## src/rtl/itaf_pkg.sv

```systemverilog
// Shared types, codes and character tables for the integer-to-ASCII formatter.
// Depends on nothing; every other RTL file imports it.
`default_nettype none

package itaf_pkg;

  // Format codes as they arrive on the op port.
  localparam logic [1:0] OP_SDEC = 2'd0;
  localparam logic [1:0] OP_UDEC = 2'd1;
  localparam logic [1:0] OP_HEX  = 2'd2;
  localparam logic [1:0] OP_PTR  = 2'd3;

  // ASCII codes used for fixed text.
  localparam logic [7:0] CH_ZERO   = 8'h30;
  localparam logic [7:0] CH_MINUS  = 8'h2d;
  localparam logic [7:0] CH_X      = 8'h78;
  localparam logic [7:0] CH_LPAREN = 8'h28;
  localparam logic [7:0] CH_N      = 8'h6e;
  localparam logic [7:0] CH_I      = 8'h69;
  localparam logic [7:0] CH_L      = 8'h6c;
  localparam logic [7:0] CH_RPAREN = 8'h29;
  localparam logic [7:0] CH_LOWER_A = 8'h61;
  localparam logic [7:0] CH_UPPER_A = 8'h41;

  // Digit counts for the two number bases, and the bit count of the decimal converter.
  localparam logic [5:0] DEC_BITS   = 6'd32;
  localparam logic [5:0] DEC_DIGITS = 6'd10;
  localparam logic [5:0] HEX_DIGITS = 6'd16;

  // Classified job kinds passed from the front end to the back end.
  typedef enum logic [1:0] {
    KIND_DEC,
    KIND_HEX,
    KIND_PTR,
    KIND_NIL
  } kind_t;

  // One queued job.
  typedef struct packed {
    kind_t       kind;
    logic        neg;
    logic        upper;
    logic [63:0] mag;
  } job_t;

  // Back-end sequencer states.
  typedef enum logic [2:0] {
    ST_IDLE,
    ST_CONV,
    ST_TRIM,
    ST_PREFIX,
    ST_DIGITS
  } state_t;

  // Maps a digit value to its ASCII code in the selected alphabet.
  function automatic logic [7:0] digit_char(input logic [3:0] d, input logic upper);
    logic [7:0] base;
    base = upper ? CH_UPPER_A : CH_LOWER_A;
    if (d < 4'd10) begin
      digit_char = CH_ZERO + {4'd0, d};
    end else begin
      digit_char = base + {4'd0, d} - 8'd10;
    end
  endfunction

  // Character of the fixed prefix or of the null-pointer text at a position.
  function automatic logic [7:0] prefix_char(input kind_t kind, input logic [2:0] idx);
    logic [7:0] c;
    c = CH_ZERO;
    case (kind)
      KIND_DEC: c = CH_MINUS;
      KIND_PTR: c = (idx == 3'd0) ? CH_ZERO : CH_X;
      KIND_NIL: begin
        case (idx)
          3'd0: c = CH_LPAREN;
          3'd1: c = CH_N;
          3'd2: c = CH_I;
          3'd3: c = CH_L;
          default: c = CH_RPAREN;
        endcase
      end
      default: c = CH_ZERO;
    endcase
    prefix_char = c;
  endfunction

endpackage

`default_nettype wire

```

## src/rtl/integer_to_ascii_formatter_top.sv

```systemverilog
// Integer-to-ASCII formatter: decimal, hex and pointer text, one character a cycle within
// each text. A two-entry queue lets starts run ahead while the back end is busy.
// Synchronous reset empties the queue and idles the sequencer; the receiver cannot stall.
`default_nettype none

module integer_to_ascii_formatter_top (
  input  wire logic        clk,
  input  wire logic        rst,
  input  wire logic        start,
  output logic             busy,
  input  wire logic [1:0]  op,
  input  wire logic [63:0] value,
  input  wire logic        upper_case,
  output logic             valid,
  output logic [7:0]       char_code,
  output logic             is_last,
  output logic [4:0]       char_count
);
  import itaf_pkg::*;

  logic push;
  logic pop;
  logic full;
  logic empty;
  job_t push_job;
  job_t pop_job;

  assign busy = full;

  itaf_front u_front (
    .start      (start),
    .op         (op),
    .value      (value),
    .upper_case (upper_case),
    .full       (full),
    .push       (push),
    .job        (push_job)
  );

  itaf_queue u_queue (
    .clk      (clk),
    .rst      (rst),
    .push     (push),
    .push_job (push_job),
    .pop      (pop),
    .pop_job  (pop_job),
    .full     (full),
    .empty    (empty)
  );

  itaf_back u_back (
    .clk        (clk),
    .rst        (rst),
    .empty      (empty),
    .job        (pop_job),
    .pop        (pop),
    .valid      (valid),
    .char_code  (char_code),
    .is_last    (is_last),
    .char_count (char_count)
  );

endmodule

`default_nettype wire

```

## src/rtl/itaf_front.sv

```systemverilog
// Front end: classifies an incoming number by format and forms its magnitude.
// Depends on itaf_pkg.
`default_nettype none

module itaf_front (
  input  wire logic           start,
  input  wire logic [1:0]     op,
  input  wire logic [63:0]    value,
  input  wire logic           upper_case,
  input  wire logic           full,
  output logic                push,
  output itaf_pkg::job_t      job
);
  import itaf_pkg::*;

  logic [31:0] low;
  logic        is_neg;

  assign low    = value[31:0];
  assign is_neg = (op == OP_SDEC) && low[31];

  // A transfer happens whenever start is high and the queue has room.
  assign push = start && !full;

  // Decide the job kind and the magnitude to convert.
  always_comb begin
    job.upper = upper_case;
    job.neg   = is_neg;
    case (op)
      OP_SDEC: begin
        job.kind = KIND_DEC;
        job.mag  = {32'd0, is_neg ? (32'd0 - low) : low};
      end
      OP_UDEC: begin
        job.kind = KIND_DEC;
        job.mag  = {32'd0, low};
      end
      OP_HEX: begin
        job.kind = KIND_HEX;
        job.mag  = value;
      end
      default: begin
        job.kind = (value == 64'd0) ? KIND_NIL : KIND_PTR;
        job.mag  = value;
      end
    endcase
  end

endmodule

`default_nettype wire

```

## src/rtl/itaf_queue.sv

```systemverilog
// Two-entry job queue between the front end and the back end.
// Depends on itaf_pkg for the job type.
`default_nettype none

module itaf_queue (
  input  wire logic           clk,
  input  wire logic           rst,
  input  wire logic           push,
  input  wire itaf_pkg::job_t push_job,
  input  wire logic           pop,
  output itaf_pkg::job_t      pop_job,
  output logic                full,
  output logic                empty
);
  import itaf_pkg::*;

  job_t       mem [2];
  logic       wptr;
  logic       rptr;
  logic [1:0] count;

  assign full    = (count == 2'd2);
  assign empty   = (count == 2'd0);
  assign pop_job = mem[rptr];

  // Storage for queued jobs.
  always_ff @(posedge clk) begin
    if (push) begin
      mem[wptr] <= push_job;
    end
  end

  // Pointers and fill count.
  always_ff @(posedge clk) begin
    if (rst) begin
      wptr  <= 1'b0;
      rptr  <= 1'b0;
      count <= 2'd0;
    end else begin
      if (push) begin
        wptr <= ~wptr;
      end
      if (pop) begin
        rptr <= ~rptr;
      end
      count <= count + {1'b0, push} - {1'b0, pop};
    end
  end

endmodule

`default_nettype wire

```

## src/rtl/itaf_back.sv

```systemverilog
// Back end: bit-serial binary-to-BCD conversion, leading-zero trim and
// one-character-per-cycle emission. Depends on itaf_pkg.
`default_nettype none

module itaf_back (
  input  wire logic           clk,
  input  wire logic           rst,
  input  wire logic           empty,
  input  wire itaf_pkg::job_t job,
  output logic                pop,
  output logic                valid,
  output logic [7:0]          char_code,
  output logic                is_last,
  output logic [4:0]          char_count
);
  import itaf_pkg::*;

  state_t      state, state_next;
  kind_t       kind, kind_next;
  logic        neg, neg_next;
  logic        upper, upper_next;
  logic [63:0] work, work_next;
  logic [31:0] bin, bin_next;
  logic [39:0] bcd, bcd_next;
  logic [39:0] bcd_adj;
  logic [5:0]  cnt, cnt_next;
  logic [2:0]  pre_idx, pre_idx_next;
  logic [4:0]  chars, chars_next;
  logic        valid_next;
  logic [7:0]  char_code_next;
  logic        is_last_next;
  logic [4:0]  char_count_next;

  // Add three to every BCD digit of five or more before the shift.
  always_comb begin
    for (int i = 0; i < 10; i++) begin
      bcd_adj[4*i +: 4] = (bcd[4*i +: 4] >= 4'd5) ? (bcd[4*i +: 4] + 4'd3) : bcd[4*i +: 4];
    end
  end

  // Sequencer next state and character output.
  always_comb begin
    state_next      = state;
    kind_next       = kind;
    neg_next        = neg;
    upper_next      = upper;
    work_next       = work;
    bin_next        = bin;
    bcd_next        = bcd;
    cnt_next        = cnt;
    pre_idx_next    = pre_idx;
    chars_next      = chars;
    valid_next      = 1'b0;
    char_code_next  = char_code;
    is_last_next    = 1'b0;
    char_count_next = char_count;
    pop             = 1'b0;
    case (state)
      ST_IDLE: begin
        if (!empty) begin
          pop          = 1'b1;
          kind_next    = job.kind;
          neg_next     = job.neg;
          upper_next   = job.upper;
          work_next    = job.mag;
          bin_next     = job.mag[31:0];
          bcd_next     = 40'd0;
          pre_idx_next = 3'd0;
          chars_next   = 5'd0;
          case (job.kind)
            KIND_DEC: begin
              cnt_next   = DEC_BITS;
              state_next = ST_CONV;
            end
            KIND_NIL: begin
              state_next = ST_PREFIX;
            end
            default: begin
              cnt_next   = HEX_DIGITS;
              state_next = ST_TRIM;
            end
          endcase
        end
      end
      ST_CONV: begin
        bcd_next = {bcd_adj[38:0], bin[31]};
        bin_next = {bin[30:0], 1'b0};
        cnt_next = cnt - 6'd1;
        if (cnt == 6'd1) begin
          work_next  = {bcd_adj[38:0], bin[31], 24'd0};
          cnt_next   = DEC_DIGITS;
          state_next = ST_TRIM;
        end
      end
      ST_TRIM: begin
        // Drop one leading zero digit a cycle, keeping at least one digit.
        if ((work[63:60] == 4'd0) && (cnt > 6'd1)) begin
          work_next = {work[59:0], 4'd0};
          cnt_next  = cnt - 6'd1;
        end else if ((kind == KIND_PTR) || ((kind == KIND_DEC) && neg)) begin
          state_next = ST_PREFIX;
        end else begin
          state_next = ST_DIGITS;
        end
      end
      ST_PREFIX: begin
        valid_next      = 1'b1;
        char_code_next  = prefix_char(kind, pre_idx);
        char_count_next = chars + 5'd1;
        chars_next      = chars + 5'd1;
        pre_idx_next    = pre_idx + 3'd1;
        if (kind == KIND_NIL) begin
          if (pre_idx == 3'd4) begin
            is_last_next = 1'b1;
            state_next   = ST_IDLE;
          end
        end else if ((kind == KIND_DEC) || (pre_idx == 3'd1)) begin
          state_next = ST_DIGITS;
        end
      end
      ST_DIGITS: begin
        valid_next      = 1'b1;
        char_code_next  = digit_char(work[63:60], upper);
        char_count_next = chars + 5'd1;
        chars_next      = chars + 5'd1;
        work_next       = {work[59:0], 4'd0};
        cnt_next        = cnt - 6'd1;
        if (cnt == 6'd1) begin
          is_last_next = 1'b1;
          state_next   = ST_IDLE;
        end
      end
      default: begin
        state_next = ST_IDLE;
      end
    endcase
  end

  // Control registers.
  always_ff @(posedge clk) begin
    if (rst) begin
      state <= ST_IDLE;
      valid <= 1'b0;
    end else begin
      state <= state_next;
      valid <= valid_next;
    end
  end

  // Datapath and result registers.
  always_ff @(posedge clk) begin
    kind       <= kind_next;
    neg        <= neg_next;
    upper      <= upper_next;
    work       <= work_next;
    bin        <= bin_next;
    bcd        <= bcd_next;
    cnt        <= cnt_next;
    pre_idx    <= pre_idx_next;
    chars      <= chars_next;
    char_code  <= char_code_next;
    is_last    <= is_last_next;
    char_count <= char_count_next;
  end

endmodule

`default_nettype wire

```

## config.mk

```make
export PLATFORM = sky130hd
export DESIGN_NAME = integer_to_ascii_formatter_top
export DESIGN_NICKNAME = d
export VERILOG_FILES = /design/src/rtl/itaf_pkg.sv /design/src/rtl/integer_to_ascii_formatter_top.sv /design/src/rtl/itaf_front.sv /design/src/rtl/itaf_queue.sv /design/src/rtl/itaf_back.sv
export SDC_FILE = /design/constraint.sdc
export NUM_CORES = 1
export LEC_CHECK = 0
export BUFFER_PORTS_ARGS = -buffer_cell sky130_fd_sc_hd__buf_2
export CORE_MARGIN = 4
export CORE_UTILIZATION = 61
export CTS_BUF_LIST = sky130_fd_sc_hd__clkbuf_4 sky130_fd_sc_hd__clkbuf_8 sky130_fd_sc_hd__clkbuf_16
export CTS_CLUSTER_SIZE = 20
export DETAILED_ROUTE_END_ITERATION = 10
export PLACE_DENSITY = 0.87
export SYNTH_ARGS = -nofsm -noshare
export SYNTH_HDL_FRONTEND = slang
export SYNTH_SLANG_ARGS = --single-unit
```

## constraint.sdc

```tcl
create_clock -name clk -period 7.4 [get_ports clk]
set_input_delay 0.37 -clock clk [delete_from_list [all_inputs] [get_ports clk]]
set_output_delay 0.37 -clock clk [all_outputs]
set_load 0.02 [all_outputs]
```

==> impl_metrics.env <==
export IMPL_status="finished clean"
export IMPL_final_design_area_no_fill_um2=15900
export IMPL_synth_compound_gate_area_share_pct=9.45
export IMPL_signed_area_change_from_the_synthesized_netlist_to_the_final_layout_pct=11.2
export IMPL_clock_power_share_pct=21.2
export IMPL_grt_pass1_vias=8763
export IMPL_routabilityCongestion=0.891
export IMPL_hpwlAfterDp_mm=19.2
export IMPL_setup_worst_path_end_class="flop"
export IMPL_std_cell_rows=55
export IMPL_synth_top_cell_area_share_pct=63.3
export IMPL_grt_total_usage_pct=21.5
export IMPL_syn_area_um2=14300
export IMPL_timing_worst_slew_pin_value_ns=1.15
export IMPL_cts_post_setup_buffers_inserted=0
export IMPL_pin_count_of_the_biggest_net_entering_global_routing=105
export IMPL_cts_num_sinks=312
export IMPL_critPathBufInv=1
export IMPL_synthXorXnorAreaFrac_pct=3.43
export IMPL_post_synth_cell_area_avg_um2=12.8
export IMPL_fin_crit_sh_pct=45.3
export IMPL_number_of_vias_per_cell_after_detailed_routing=5.95
export IMPL_floorplan_die_area_um2=26000
export IMPL_worstSkewPairLatency_ns=0.55
export IMPL_floorplan_io_pins=86
export IMPL_antenna_cells_inserted=0
export IMPL_setup_viol=0
export IMPL_drtPass1Iterations=7
export IMPL_worst_supply_voltage_drop_on_vdd_mv=0.199
export IMPL_power_density_nw_per_um2=426
export IMPL_clk_root_buffer_cell="sky130_fd_sc_hd__clkbuf_16"
export IMPL_critical_path_cell_count=4
export IMPL_synth_simple_area_share_pct=11.4
export IMPL_final_period_minus_worst_setup_slack_ns=3.35
export IMPL_die_x_um=161
export IMPL_core_region_area_um2=22800
export IMPL_layout_cells_most_common_list="302 x sky130_fd_sc_hd__edfxtp_1, 108 x sky130_fd_sc_hd__nor2_1, 84 x sky130_fd_sc_hd__buf_2"
export IMPL_hold_violations=0
export IMPL_clkTransAtPathRegs_ns=0.06
export IMPL_timing_setup_critical_path_class="flop to flop"
export IMPL_post_route_drc_count=0
export IMPL_cts_hold_buf=0
export IMPL_fin_nets=1298
export IMPL_htreeDepth=1
export IMPL_detailroute_via_count=9074
export IMPL_cell_internal_pwr_mw=4.48
export IMPL_cts_tree="yes"
export IMPL_post_dp_cell_area_um2=15000
export IMPL_detail_route_wl_per_cell_um=18.8
export IMPL_power_switching_share_pct=34.0
export IMPL_finalWirelength_mm=28.6
export IMPL_combinational_family_with_the_most_area_after_synthesis="simple AND/OR/NAND/NOR gates"
export IMPL_post_synth_main_area_contributors="sky130_fd_sc_hd__edfxtp_1 63%, sky130_fd_sc_hd__mux2i_1 4.7%, sky130_fd_sc_hd__ha_1 3.3%"
export IMPL_power_switching_mw=2.30
export IMPL_async_flop_share_pct=0
export IMPL_max_slew_margin_pct=23.0
export IMPL_synth_main_ff_cell="sky130_fd_sc_hd__edfxtp_1"
export IMPL_number_of_enable_flip_flop_cells_after_synthesis=302
export IMPL_achievable_frequency_ghz=0.298
export IMPL_postSynthNetCount=1226
export IMPL_numCtsBuffers=30
export IMPL_post_cts_resized=0
export IMPL_synthAdderAreaFrac_pct=3.32
export IMPL_pwr_share_seq_pct=47.6
export IMPL_post_synth_mux_area_share_pct=4.84
export IMPL_startpoint_type="flop"
export IMPL_crit_path_top_delay_cell="sky130_fd_sc_hd__nand2_2"
export IMPL_cell_type_with_the_highest_aggregate_area_in_the_netlist="sky130_fd_sc_hd__edfxtp_1"
export IMPL_hp_class="primary input to flop"
export IMPL_rsz0062_at_grt="no"
export IMPL_netlist_instances=1118
export IMPL_mostFrequentLayoutCell="sky130_fd_sc_hd__edfxtp_1"
export IMPL_global_route_overflow_total=0
export IMPL_comb_power_share_pct=31.2
export IMPL_cap_violations=0
export IMPL_critPathMaxStageDelay_ns=0.90
export IMPL_rr_worst_depth=4
export IMPL_sequential_fraction_of_the_synthesis_area_pct=64.7
export IMPL_initial_cell_density_of_the_core_pct=62.7
export IMPL_worstPathCellList="nor2_1 > nand2_4 > nand2_2 > buf_4"
export IMPL_layout_drive_gt1_share_pct=12.5
export IMPL_grt_antenna_before_repair=0
export IMPL_cellLeakagePower_nw=5.94
export IMPL_worstPathRequired_ns=7.58
export IMPL_final_setup_tns_ns=0
export IMPL_ys_warn_count=0
export IMPL_ant_nets=0
export IMPL_yosys_register_bits=312
export IMPL_critPathTopFamily="simple AND/OR/NAND/NOR gates"
export IMPL_clock_skew_ns=0.0167
export IMPL_timing_critical_path_arrival_ns=3.53
export IMPL_buffer_depth_of_the_longest_clock_path=3
export IMPL_global_route_wire_length_before_repair_mm=45.4
export IMPL_worstPathMaxFanout=104
export IMPL_drt_first_iter_violations=1004
export IMPL_hold_path_depth=1
export IMPL_die_h_um=161
export IMPL_post_layout_total_power_mw=6.78
export IMPL_fin_util_pct=69.7
export IMPL_buffer_ports_inserted=84
export IMPL_slew_viol_final=0
export IMPL_yosys_cell_types_count=56
per-stage QoR:
stage,cells,hold slack (ns),worst slack (ns)
after global routing,1524,0.000403,3.76
after CTS,1524,0.00359,4.04
after global placement,1471,0.493,4.22
after detailed placement,1471,0.508,4.06
final,1524,0.0125,4.05
after floorplan,1118,0.469,0.893
synthesized netlist by cell type, types with 4 or more instances:
master / instances
sky130_fd_sc_hd__edfxtp_1: 302
sky130_fd_sc_hd__nor2_1: 109
sky130_fd_sc_hd__a21oi_1: 79
sky130_fd_sc_hd__nand2_1: 68
sky130_fd_sc_hd__mux2i_1: 67
sky130_fd_sc_hd__nor3_1: 52
sky130_fd_sc_hd__inv_1: 45
sky130_fd_sc_hd__a211o_1: 40
sky130_fd_sc_hd__and2_1: 40
sky130_fd_sc_hd__ha_1: 38
sky130_fd_sc_hd__xnor2_1: 29
sky130_fd_sc_hd__o31ai_1: 28
sky130_fd_sc_hd__xor2_1: 27
sky130_fd_sc_hd__buf_2: 24
sky130_fd_sc_hd__o21ai_0: 24
sky130_fd_sc_hd__clkbuf_1: 21
sky130_fd_sc_hd__nor2b_1: 13
sky130_fd_sc_hd__nand2b_1: 12
sky130_fd_sc_hd__nor4_1: 11
sky130_fd_sc_hd__a211oi_1: 10
sky130_fd_sc_hd__dfxtp_1: 10
sky130_fd_sc_hd__nand3_1: 7
sky130_fd_sc_hd__and3_1: 4
sky130_fd_sc_hd__buf_1: 4
sky130_fd_sc_hd__nor3b_1: 4
sky130_fd_sc_hd__o22ai_1: 4
cell type report:
| class | count | area, µm² |
|---|---|---|
| inverter | 47 | 176 |
| clock inverter | 13 | 77.6 |
| tap | 313 | 392 |
| timing repair buffer | 91 | 473 |
| multi-input combinational | 708 | 4690 |
| sequential | 312 | 9270 |
| clock buffer | 40 | 843 |
| fill | 1545 | 6920 |
power groups by stage:
stage	combinational (mW)	sequential, mW	clock, mW
finish	2.12	3.23	1.44
detailed placement	2.09	3.25	0
global placement	1.98	3.23	0
CTS	2.11	3.23	1.45
floorplan	1.63	3.16	0
global route	2.36	3.29	1.53
registers in the layout, indices dropped and copies added, names as in the netlist, 2 cells and up, named ones only:
register	count
u_back.char_code	7
u_queue.mem	136
u_back.kind	2
u_back.cnt	6
u_back.work	64
u_back.bcd	40
u_queue.count	2
u_back.chars	5
u_back.char_count	5
u_back.bin	32
u_back.state	3
u_back.pre_idx	3
worst register-to-register path: cells and delay by family (launching register included):
| kind | cells | cell delay, ns |
|---|---|---|
| buffers and inverters | 1 | 0.59 |
| flip-flops | 1 | 0.48 |
| AND/OR/NAND/NOR | 3 | 1.88 |
kinds of logic after synthesis:
family          Yosys count
simple gates            337
flops                   312
compound gates          207
buf+inv                  98
mux                      69
xor+xnor                 56
fa+ha+maj                38
other cells               1
worst paths after layout:
check	from	endpoint	slack [ns]
hold / removal	upper_case	u_queue.mem[0][64]	0.01
setup / recovery	u_back.state[2]	u_back.bcd[17]	4.05
hold reg to reg	u_queue.rptr	flop	0.51
setup reg to reg	u_back.state[2]	u_back.bcd[17]	4.05
routing by layer:
metal  global-route usage (%)  part of all wire, %  vias to the layer above
li1                         -                    -                     4264
met1                     30.9                   43                     4421
met2                     35.4                   48                      347
met3                     2.93                  7.0                       42
met4                     5.23                  1.8                        0
met5                        0                    0                        -
Note: power is estimated with default switching activity, not from simulation.
